<file path="src/rtl/core/sps_pkg.sv">
// ----------------------------------------------------------------------------
// sps_pkg
// Types, constants and helpers of the byte stream cipher core.
// ----------------------------------------------------------------------------
package sps_pkg;

  localparam int KEY_BYTES = 8;
  localparam int KEY_W     = 64;
  localparam int CUR_W     = (KEY_BYTES > 1) ? $clog2(KEY_BYTES) : 1;
  localparam int ACC_W     = 10;
  localparam int TRIES     = 12;
  localparam int TRY_W     = 4;
  localparam int STEP_W    = 5;

  localparam logic OP_ENCRYPT = 1'b0;
  localparam logic OP_REKEY   = 1'b1;

  localparam logic ST_ENCRYPTED = 1'b0;
  localparam logic ST_REKEYED   = 1'b1;

  typedef struct packed {
    logic       opcode;
    logic [7:0] plain_byte;
  } in_item_t;

  typedef struct packed {
    logic [7:0] cipher_byte;
    logic       status;
  } out_item_t;

  typedef struct packed {
    logic       we;
    logic [7:0] addr;
    logic [7:0] wdata;
  } mem_req_t;

  // smallest 2^n-1 not below the slot
  function automatic logic [7:0] slot_mask(input logic [7:0] s);
    logic [7:0] m;
    m = s;
    m = m | (m >> 1);
    m = m | (m >> 2);
    m = m | (m >> 4);
    return m;
  endfunction

endpackage

</file>
<file path="src/rtl/core/sapphire_stream_cipher_core.sv">
// ----------------------------------------------------------------------------
// sapphire_stream_cipher_core
// Byte stream cipher with a 256-entry permutation held in one memory.
//
//   channel   signals                     payload
//   input     in_valid / in_stall         in_data  (opcode, plain_byte)
//   output    out_valid / out_stall       out_data (cipher_byte, status)
//   config    cfg_we                      cfg_wdata (session key)
//
// encrypt: a new request is accepted only after the previous result has left the
// sequencer, set by the chain of dependent reads and writes through the single port
// rekey: identity fill, then a key-schedule swap for each of 255 slots, then pointer seeding
// after reset a clearing pass loads the identity into all 256 entries; in_stall is high
// throughout it; out_stall holds the finished result and keeps the sequencer waiting
// ----------------------------------------------------------------------------
module sapphire_stream_cipher_core (
  input  logic                      clk,
  input  logic                      rst,
  input  logic                      in_valid,
  output logic                      in_stall,
  input  sps_pkg::in_item_t         in_data,
  output logic                      out_valid,
  input  logic                      out_stall,
  output sps_pkg::out_item_t        out_data,
  input  logic                      cfg_we,
  input  logic [sps_pkg::KEY_W-1:0] cfg_wdata
);

  logic [sps_pkg::KEY_W-1:0] session_key;
  logic                      idle, done_valid, out_free, start;
  sps_pkg::out_item_t        result;
  sps_pkg::mem_req_t         mem_req;
  logic [7:0]                rdata;

  assign in_stall = !idle;
  assign start    = in_valid && idle;
  assign out_free = !out_valid || !out_stall;

  always_ff @(posedge clk) begin
    if (rst) begin
      session_key <= '0;
    end else if (cfg_we) begin
      session_key <= cfg_wdata;
    end
  end

  always_ff @(posedge clk) begin
    if (rst) begin
      out_valid <= 1'b0;
    end else if (out_free) begin
      out_valid <= done_valid;
      if (done_valid) begin
        out_data <= result;
      end
    end
  end

  sps_ctrl u_ctrl (
    .clk        (clk),
    .rst        (rst),
    .start      (start),
    .item       (in_data),
    .key        (session_key),
    .out_free   (out_free),
    .idle       (idle),
    .done_valid (done_valid),
    .result     (result),
    .mem_req    (mem_req),
    .rdata      (rdata)
  );

  sps_perm_ram u_ram (
    .clk   (clk),
    .req   (mem_req),
    .rdata (rdata)
  );

endmodule

</file>
<file path="src/rtl/core/sps_perm_ram.sv">
// ----------------------------------------------------------------------------
// sps_perm_ram
// 256 x 8 single-port permutation memory, registered read data.
// ----------------------------------------------------------------------------
module sps_perm_ram (
  input  logic             clk,
  input  sps_pkg::mem_req_t req,
  output logic [7:0]       rdata
);

  logic [7:0] mem [256];

  always_ff @(posedge clk) begin
    if (req.we) begin
      mem[req.addr] <= req.wdata;
    end
    rdata <= mem[req.addr];
  end

endmodule

</file>
<file path="src/rtl/core/sps_ctrl.sv">
// ----------------------------------------------------------------------------
// sps_ctrl
// Sequencer: table clear, key schedule, pointer seeding and byte encryption,
// all as reads and writes through the permutation memory.
// ----------------------------------------------------------------------------
module sps_ctrl (
  input  logic                    clk,
  input  logic                    rst,
  input  logic                    start,
  input  sps_pkg::in_item_t       item,
  input  logic [sps_pkg::KEY_W-1:0] key,
  input  logic                    out_free,
  output logic                    idle,
  output logic                    done_valid,
  output sps_pkg::out_item_t      result,
  output sps_pkg::mem_req_t       mem_req,
  input  logic [7:0]              rdata
);

  localparam logic [3:0] S_CLEAR   = 4'd0;
  localparam logic [3:0] S_IDLE    = 4'd1;
  localparam logic [3:0] S_FILL    = 4'd2;
  localparam logic [3:0] S_TRY_RD  = 4'd3;
  localparam logic [3:0] S_TRY_EV  = 4'd4;
  localparam logic [3:0] S_SW_RI   = 4'd5;
  localparam logic [3:0] S_SW_RJ   = 4'd6;
  localparam logic [3:0] S_SW_WI   = 4'd7;
  localparam logic [3:0] S_SW_WJ   = 4'd8;
  localparam logic [3:0] S_SEED    = 4'd9;
  localparam logic [3:0] S_ENC     = 4'd10;
  localparam logic [3:0] S_DONE    = 4'd11;

  logic [3:0]                state;
  logic [sps_pkg::STEP_W-1:0] step;
  logic [7:0]                fill_cnt;
  logic [7:0]                slot;
  logic [sps_pkg::TRY_W-1:0] tries;
  logic [sps_pkg::ACC_W-1:0] acc;
  logic [sps_pkg::CUR_W-1:0] cur;
  logic [7:0]                jidx, ti;
  logic [7:0]                rotor, ratchet, aval, pprev, cprev;
  logic [7:0]                zreg, xsum, ysum, txr, plain;
  sps_pkg::out_item_t        res;

  // key schedule try
  logic [7:0]                kbyte, mask, pick;
  logic [sps_pkg::ACC_W-1:0] acc_sum, acc_next;
  logic                      cur_wrap;

  always_comb begin
    kbyte    = key[cur*8 +: 8];
    mask     = sps_pkg::slot_mask(slot);
    cur_wrap = (cur == sps_pkg::CUR_W'(sps_pkg::KEY_BYTES - 1));
    acc_sum  = sps_pkg::ACC_W'(rdata) + sps_pkg::ACC_W'(kbyte);
    acc_next = cur_wrap ? acc_sum + sps_pkg::ACC_W'(sps_pkg::KEY_BYTES) : acc_sum;
    pick     = acc_next[7:0] & mask;
  end

  always_comb begin
    mem_req = '0;
    case (state)
      S_CLEAR, S_FILL: begin
        mem_req.we    = 1'b1;
        mem_req.addr  = fill_cnt;
        mem_req.wdata = fill_cnt;
      end
      S_TRY_RD: mem_req.addr = acc[7:0];
      S_SW_RI:  mem_req.addr = slot;
      S_SW_RJ:  mem_req.addr = jidx;
      S_SW_WI: begin
        mem_req.we    = 1'b1;
        mem_req.addr  = slot;
        mem_req.wdata = rdata;
      end
      S_SW_WJ: begin
        mem_req.we    = 1'b1;
        mem_req.addr  = jidx;
        mem_req.wdata = ti;
      end
      S_SEED: begin
        case (step)
          5'd0:    mem_req.addr = 8'd1;
          5'd1:    mem_req.addr = 8'd3;
          5'd2:    mem_req.addr = 8'd5;
          5'd3:    mem_req.addr = 8'd7;
          default: mem_req.addr = acc[7:0];
        endcase
      end
      S_ENC: begin
        case (step)
          5'd0:  mem_req.addr = rotor;
          5'd1:  mem_req.addr = cprev;
          5'd2:  mem_req.addr = ratchet;
          5'd3:  mem_req = '{we: 1'b1, addr: cprev, wdata: rdata};
          5'd4:  mem_req.addr = pprev;
          5'd5:  mem_req = '{we: 1'b1, addr: ratchet, wdata: rdata};
          5'd6:  mem_req.addr = rotor;
          5'd7:  mem_req = '{we: 1'b1, addr: pprev, wdata: rdata};
          5'd8:  mem_req = '{we: 1'b1, addr: rotor, wdata: zreg};
          5'd9:  mem_req.addr = zreg;
          5'd10: mem_req.addr = ratchet;
          5'd11: mem_req.addr = pprev;
          5'd12: mem_req.addr = cprev;
          5'd13: mem_req.addr = rotor;
          5'd14: mem_req.addr = xsum;
          5'd15: mem_req.addr = aval;
          5'd16: mem_req.addr = txr;
          5'd17: mem_req.addr = ysum;
          default: mem_req.addr = 8'd0;
        endcase
      end
      default: mem_req = '0;
    endcase
  end

  always_ff @(posedge clk) begin
    if (rst) begin
      state    <= S_CLEAR;
      step     <= '0;
      fill_cnt <= '0;
      rotor    <= '0;
      ratchet  <= '0;
      aval     <= '0;
      pprev    <= '0;
      cprev    <= '0;
    end else begin
      case (state)
        S_CLEAR: begin
          fill_cnt <= fill_cnt + 8'd1;
          if (fill_cnt == 8'hFF) begin
            state <= S_IDLE;
          end
        end
        S_IDLE: begin
          if (start) begin
            step     <= '0;
            fill_cnt <= '0;
            plain    <= item.plain_byte;
            state    <= (item.opcode == sps_pkg::OP_REKEY) ? S_FILL : S_ENC;
          end
        end
        S_FILL: begin
          fill_cnt <= fill_cnt + 8'd1;
          if (fill_cnt == 8'hFF) begin
            slot  <= 8'hFF;
            tries <= '0;
            acc   <= '0;
            cur   <= '0;
            state <= S_TRY_RD;
          end
        end
        S_TRY_RD: state <= S_TRY_EV;
        S_TRY_EV: begin
          acc <= acc_next;
          cur <= cur_wrap ? '0 : cur + sps_pkg::CUR_W'(1);
          if (pick <= slot) begin
            jidx  <= pick;
            state <= S_SW_RI;
          end else if (tries == sps_pkg::TRY_W'(sps_pkg::TRIES - 1)) begin
            // pick lies in (slot, 2*slot), so the remainder is one subtract
            jidx  <= pick - slot;
            state <= S_SW_RI;
          end else begin
            tries <= tries + sps_pkg::TRY_W'(1);
            state <= S_TRY_RD;
          end
        end
        S_SW_RI: state <= S_SW_RJ;
        S_SW_RJ: begin
          ti    <= rdata;
          state <= S_SW_WI;
        end
        S_SW_WI: state <= S_SW_WJ;
        S_SW_WJ: begin
          tries <= '0;
          if (slot == 8'd1) begin
            step  <= '0;
            state <= S_SEED;
          end else begin
            slot  <= slot - 8'd1;
            state <= S_TRY_RD;
          end
        end
        S_SEED: begin
          step <= step + 5'd1;
          case (step)
            5'd1: rotor   <= rdata;
            5'd2: ratchet <= rdata;
            5'd3: aval    <= rdata;
            5'd4: pprev   <= rdata;
            5'd5: begin
              cprev <= rdata;
              res   <= '{cipher_byte: 8'd0, status: sps_pkg::ST_REKEYED};
              state <= S_DONE;
            end
            default: ;
          endcase
        end
        S_ENC: begin
          step <= step + 5'd1;
          case (step)
            5'd1: begin
              ratchet <= ratchet + rdata;
              rotor   <= rotor + 8'd1;
            end
            5'd2:  zreg <= rdata;
            5'd10: aval <= aval + rdata;
            5'd11: xsum <= rdata;
            5'd12: xsum <= xsum + rdata;
            5'd13: xsum <= xsum + rdata;
            5'd14: ysum <= rdata;
            5'd15: txr  <= rdata;
            5'd16: ysum <= ysum + rdata;
            5'd17: txr  <= rdata;
            5'd18: begin
              cprev <= txr ^ rdata ^ plain;
              pprev <= plain;
              res   <= '{cipher_byte: txr ^ rdata ^ plain, status: sps_pkg::ST_ENCRYPTED};
              state <= S_DONE;
            end
            default: ;
          endcase
        end
        S_DONE: begin
          if (out_free) begin
            state <= S_IDLE;
          end
        end
        default: state <= S_CLEAR;
      endcase
    end
  end

  assign idle       = (state == S_IDLE);
  assign done_valid = (state == S_DONE);
  assign result     = res;

endmodule

</file>
<file path="config.mk">
export PLATFORM = sky130hd
export DESIGN_NAME = sapphire_stream_cipher_core
export DESIGN_NICKNAME = d
export VERILOG_FILES = /design/src/rtl/core/sps_pkg.sv /design/src/rtl/core/sapphire_stream_cipher_core.sv /design/src/rtl/core/sps_perm_ram.sv /design/src/rtl/core/sps_ctrl.sv
export SDC_FILE = /design/constraint.sdc
export NUM_CORES = 2
export LEC_CHECK = 0
export BUFFER_PORTS_ARGS = -buffer_cell sky130_fd_sc_hd__buf_2
export CAP_MARGIN = 20
export CORE_MARGIN = 8
export CORE_UTILIZATION = 55
export CTS_BUF_LIST = sky130_fd_sc_hd__clkbuf_8
export DETAILED_ROUTE_END_ITERATION = 6
export PLACE_DENSITY = 0.68
export SYNTH_ARGS = -nofsm -noshare
export SYNTH_HDL_FRONTEND = slang
export SYNTH_HIERARCHICAL = 1
export SYNTH_SLANG_ARGS = --single-unit
</file>
<file path="constraint.sdc">
create_clock -name clk -period 42.9 [get_ports clk]
set_clock_uncertainty 0.1 [all_clocks]
set_input_delay 2.145 -clock clk [delete_from_list [all_inputs] [get_ports clk]]
set_output_delay 2.145 -clock clk [all_outputs]
set_load 0.05 [all_outputs]
</file>
==> Word level (Yosys, flattened, before mapping) <==
Memory sizes are Yosys's and may differ from the RTL's. A register that Yosys moved wholly into a read port is not among the register bits.
Index checks and enable logic that the tools add are counted.
W data, S select, Z words.
{ "op_classes": {"shifts": 1, "eq_ne": 49, "mux": 60, "magnitude_cmp": 1, "n_bitwise": 7, "n_addsub": 13, "n_reduce_logical": 49} }
{ "op_table": {"columns": ["cell", "count"], "rows": [
  ["$pmux W8 S2", 11],
  ["$mux W8", 17],
  ["$pmux W8 S9", 1],
  ["$pmux W8 S4", 2],
  ["$shiftx A64 B7 Y8", 1],
  ["$mux W4", 12],
  ["$pmux W4 S12", 1],
  ["$pmux W8 S6", 1],
  ["$reduce_and A3 Y1", 14],
  ["$add A8 B8 Y8", 5],
  ["$eq A5 B4 Y1 const B", 8],
  ["$eq A4 B4 Y1 const B", 5],
  ["$eq A5 B3 Y1 const B", 4],
  ["$ne A2 B1 Y1 const B", 10],
  ["$mux W9", 2],
  ["$pmux W9 S2", 1],
  ["$add A8 B1 Y8 const B", 2],
  ["$eq A4 B3 Y1 const B", 4],
  ["$xor A8 B8 Y8", 2],
  ["$eq A5 B5 Y1 const B", 3],
  ["$pmux W5 S3", 1],
  ["$reduce_bool A2 Y1", 7],
  ["$ne A2 B2 Y1 const B", 6],
  ["$pmux W4 S3", 1],
  ["other kinds (37)", 59]
]} }
{ "totals": {"n_memories": 1, "inputBits": 78, "output_inout_bits": 11, "word_cells": 206, "ff_bits": 219, "ram_bits": 2048} }
{ "memory_table": {"columns": ["name", "depth", "width", "read_ports", "rd_ports_with_merged_regs", "wr", "line", "rtl"], "rows": [
  ["u_ram.mem", 256, 8, 1, 1, 1, "sps_perm_ram.sv:11", "logic [7:0] mem [256];"]
]} }

==> Depth between registers and ports, before layout <==
{ "logic_depth": {"word_depth": 8, "mapped_depth": 20, "mapped_depth_nobuf": 17} }

==> Hierarchy <==
Netlist, hierarchy kept.
{ "by_module_without_submodules": {"columns": ["module", "cells_each", "seq_area_each_um2", "area_each_um2", "instances"], "rows": [
  ["sps_perm_ram", 3547, 61659.1, 78492.8, 1],
  ["sps_ctrl", 1023, 3783.6, 9635.5, 1],
  ["sapphire_stream_cipher_core", 222, 1571.5, 2615.0, 1]
]} }

==> Worst setup path after synthesis <==
No wires, ideal clock.
{ "synth_timing": {"kind": "flip-flop to flip-flop", "start": "reg u_ctrl.state[0]", "end": "mem u_ram.mem[0][6] (data pin)", "n_path_buf": 2, "stages_incl_launch_ff": 7, "t_arrival_ns": 11.528, "required_ns": 40.611, "synth_period_minus_slack_ns": 13.816, "setup_slack_ns": 29.084, "setup_time_ns": 2.189, "path_cell_list": "dfxtp_1 -> clkbuf_1 -> clkbuf_1 -> nand2_1 -> nor3_1 -> a21oi_1 -> o21ai_0"} }
{ "synth_rtl": {"columns": ["element", "line", "rtl"], "rows": [
  ["start: declaration", "sps_ctrl.sv:33", "logic [3:0] state;"],
  ["start signal: assignment", "sps_ctrl.sv:139", "state <= (item.opcode == sps_pkg::OP_REKEY) ? S_FILL : S_ENC;"],
  ["end: declaration", "sps_perm_ram.sv:11", null]
]} }

==> flow_summary.yaml <==
sta:
  setup_slack_ns: 33.59
  fmax_mhz: 107
  setup_viol: 0
  rsz0062_at_grt: "no"
  tns_ns: 0
  maxSlewViolCount: 0
  tightest_slew_ns: 1.45
  hold_viol: 0
  hold_ws_ns: 0.317
  relSlewSlack_pct: 3.22
  finalCritPeriodShare_pct: 21.7
  period_minus_slack_ns: 9.31
pwr:
  switching_share_pct: 31.4
  powerDensity_nw_per_um2: 61.6
  internal_power_mw: 4.25
  seq_power_share_pct: 42.8
  irDropWorstVdd_uv: 87.4
  power.leakage_nw: 32.5
  power.switching_mw: 1.94
  combPwrFrac_pct: 29.7
  clock_power_share_pct: 27.4
finish:
  seq_area_um2: 67000
  fillers: 11700
  drive_above_1_share_pct: 23.5
  multi_input_area_um2: 22400
  fin_area_um2: 101000
  final_nets: 5233
  finish.utilization_pct: 61.2
  area_delta_synth_final_pct: 10.9
global_routing:
  grt_usage_pct: 24.0
  grt_start_max_net_pins: 232
  grt_pass1_wl_um: 321000
  grt.overflow.total: 0
  grt_pass1_vias: 48300
  antenna_found_initial: 5
clock_tree:
  cts_tree: "yes"
  htree_levels: 5
  post_cts_resized: 0
  worstSkewPairLatency_ns: 1.05
  cts_sinks: 2275
  path_clk_slew_ns: 0.06
  cts_made_buffers: 369
  cts_setup_buffers: 0
  root_buffer: "clkbuf_8"
  ctsHoldBuffers: 0
  cts_buffer_depth: 4
worst_setup_path:
  cp.required_ns: 43.64
  cp.buffers_inverters: 8
  r2r-start: "u_ctrl/step[1]$_SDFFE_PP0P_"
  rrSetupSlack_ns: 33.59
  worstPathArrival_ns: 10.05
  crit_top_cell: "buf_4"
  path_cells: "inv_1 -> ha_1 -> nor2b_1 -> nor3b_1 -> nor3_1 -> nand3_1 -> o31ai_1 -> buf_4 -> o221ai_4 -> buf_4 -> buf_4 -> buf_4 -> buf_4 -> buf_4 -> mux4_2 -> a22oi_1 -> a21oi_1 -> o41ai_1 -> buf_4 -> nand4_1"
  cp_top_family: "buffers and inverters"
  worstRegToRegCells: 20
  end_kind: "flip-flop"
  crit_slowest_cell: "nor3b_1"
  cp-start-kind: "flip-flop"
  cp_max_fo: 42
  crit_path_max_incr_delay_ns: 0.88
  r2r-end: "u_ram/rdata[1]$_DFF_P_"
  worst-setup-path-type: "flip-flop to flip-flop"
floorplan:
  die_x_um: 422
  ios: 89
  core-area_um2: 164000
  die_y_um: 422
  die_area_um2: 178000
  row_count: 149
  initial_utilization_pct: 55.2
drt:
  vias: 48100
  drt_iter0_markers: 5181
  dr.pass1.iters: 7
  drc: 5
  drt_wl_total_um: 218000
  wl_per_cell_um: 28.9
  ant_nets: 0
  routed_via_density: 6.35
logic_synthesis:
  synthDistinctLibCells: 71
  synth.net_count: 4932
  synthTopCellsByArea: "edfxtp_1, mux4_2, dfxtp_1, a22oi_1, nor2_1"
  yosysMostFrequentCell: "edfxtp_1"
  syn_inst: 4792
  synth_seq_cells: 2275
  synth_ff_type: "edfxtp_1"
  synth_edf_count: 2145
  yosysTopAreaCell: "edfxtp_1"
  syn_area_um2: 90700
  synthTopCellsByCount: "edfxtp_1, mux4_2, nor2_1, a22oi_1, clkbuf_1"
  synth.avg_cell_area_um2: 18.9
  async_flop_share_pct: 0
  seq_area_frac_synth_pct: 73.9
  yosysWarningCount: 6
  yosys.area.top_type_share_pct: 71.0
status:
  violations: "DRC"
  status: "complete, but fails checks"
placement:
  portBuffers: 88
  place_ws_ns: 33.53
  placed_cell_area_um2: 93900
  place_hpwl_um: 127000
  gp_congestion: 0.905
worst_hold_path:
  hold_path.class: "flip-flop to flip-flop"
  hold-path-cell-count: 0
  holdPathEnd: "out_data[3]$_DFFE_PP_"
  min-delay-start: "u_ctrl/result[3]$_SDFFCE_PN0P_"
flow_run:
  drv_cap: 0
## layout make-up
| cell class | instances | share of cell area [%] |
|---|---|---|
| tap | 2189 | 2.72 |
| clock inverter | 259 | 1.22 |
| clock buffer | 388 | 5.31 |
| multi-input combinational | 2181 | 22.3 |
| timing repair buffer | 231 | 1.73 |
| sequential | 2275 | 66.6 |
| antenna | 5 | 0.0124 |
| inverter | 35 | 0.131 |
## logic make-up after synthesis
family / count (synthesis) / share of synthesized area (%)
AOI/OAI and AO/OA: 692 / 5.19
xor gates and xnor gates: 66 / 0.637
adders and majority gates: 62 / 0.905
buffers and inverters: 336 / 1.75
DFF: 2275 / 73.9
muxes: 611 / 14.1
and+or+nand+nor: 750 / 3.61
## stage by stage
step           total power [mW]  std cells
2_1_floorplan              4.12       4792
3_3_place_gp               4.52       6897
3_5_place_dp               4.54       6901
4_1_cts                    6.23       7548
5_1_grt                    6.44       7559
6_report                   6.20       7563
## cell usage in the layout, fill, tap and decap left out, types with 51 or more instances in the layout
cell type | Yosys | final
clkbuf_8 | 0 | 388
clkinv_1 | 1 | 79
nor2_1 | 427 | 425
o21ai_0 | 60 | 51
mux4_2 | 524 | 524
dfxtp_1 | 130 | 130
edfxtp_1 | 2145 | 2145
nor3_1 | 65 | 63
a21oi_1 | 184 | 184
mux2i_1 | 72 | 72
inv_1 | 34 | 154
a22oi_1 | 283 | 283
buf_4 | 17 | 121
buf_2 | 40 | 89
nand2_1 | 109 | 108
ha_1 | 56 | 56
## worst register-to-register path, cell delays in order (launching register included)
cell and delay [ns]:
dfxtp_1 0.34, inv_1 0.09, ha_1 0.28, nor2b_1 0.28, nor3b_1 0.88, nor3_1 0.13
nand3_1 0.14, o31ai_1 0.10, buf_4 0.23, o221ai_4 0.67, buf_4 0.74, buf_4 0.71
buf_4 0.81, buf_4 0.73, buf_4 0.76, mux4_2 0.61, a22oi_1 0.23, a21oi_1 0.15
o41ai_1 0.82, buf_4 0.24, nand4_1 0.10
## how the worst max path moves through the flow
stage	slack [ns]	cells after the start	startpoint	end
3_5_place_dp	33.53	20	u_ctrl/step[1]$_SDFFE_PP0P_	u_ram/rdata[1]$_DFF_P_
6_report	33.59	20	u_ctrl/step[1]$_SDFFE_PP0P_	u_ram/rdata[1]$_DFF_P_
2_1_floorplan	29.08	6	u_ctrl/state[0]$_SDFFE_PP0P_	u_ram/mem[0][6]$_DFFE_PP_
5_1_grt	32.70	20	u_ctrl/step[1]$_SDFFE_PP0P_	u_ram/rdata[1]$_DFF_P_
3_3_place_gp	33.58	20	u_ctrl/step[1]$_SDFFE_PP0P_	u_ram/rdata[1]$_DFF_P_
4_1_cts	33.52	19	u_ctrl/step[0]$_SDFFE_PP0P_	u_ram/rdata[1]$_DFF_P_
## flip-flops by register name (all words and copies together), names as in the netlist, 9 cells and up
register	count
out_data	9
u_ctrl/result	9
u_ram/mem	2048
session_key	64
## power by group through the flow
stage	registers, mW	clock network [mW]	logic [mW]
floorplan	2.81	0	1.30
global placement	2.70	0	1.82
global route	2.66	1.82	1.96
CTS	2.65	1.73	1.85
finish	2.65	1.70	1.84
detailed placement	2.70	0	1.84
## layer usage
| layer | GRT usage, % | wire length [um] | up-vias |
|---|---|---|---|
| met3 | 4.98 | 19000 | 462 |
| li1 | - | - | 20300 |
| met5 | 0 | 13 | - |
| met1 | 33.7 | 87300 | 24900 |
| met4 | 8.72 | 7640 | 2 |
| met2 | 37.6 | 104000 | 2308 |
Power figures use the tool's default switching activity.
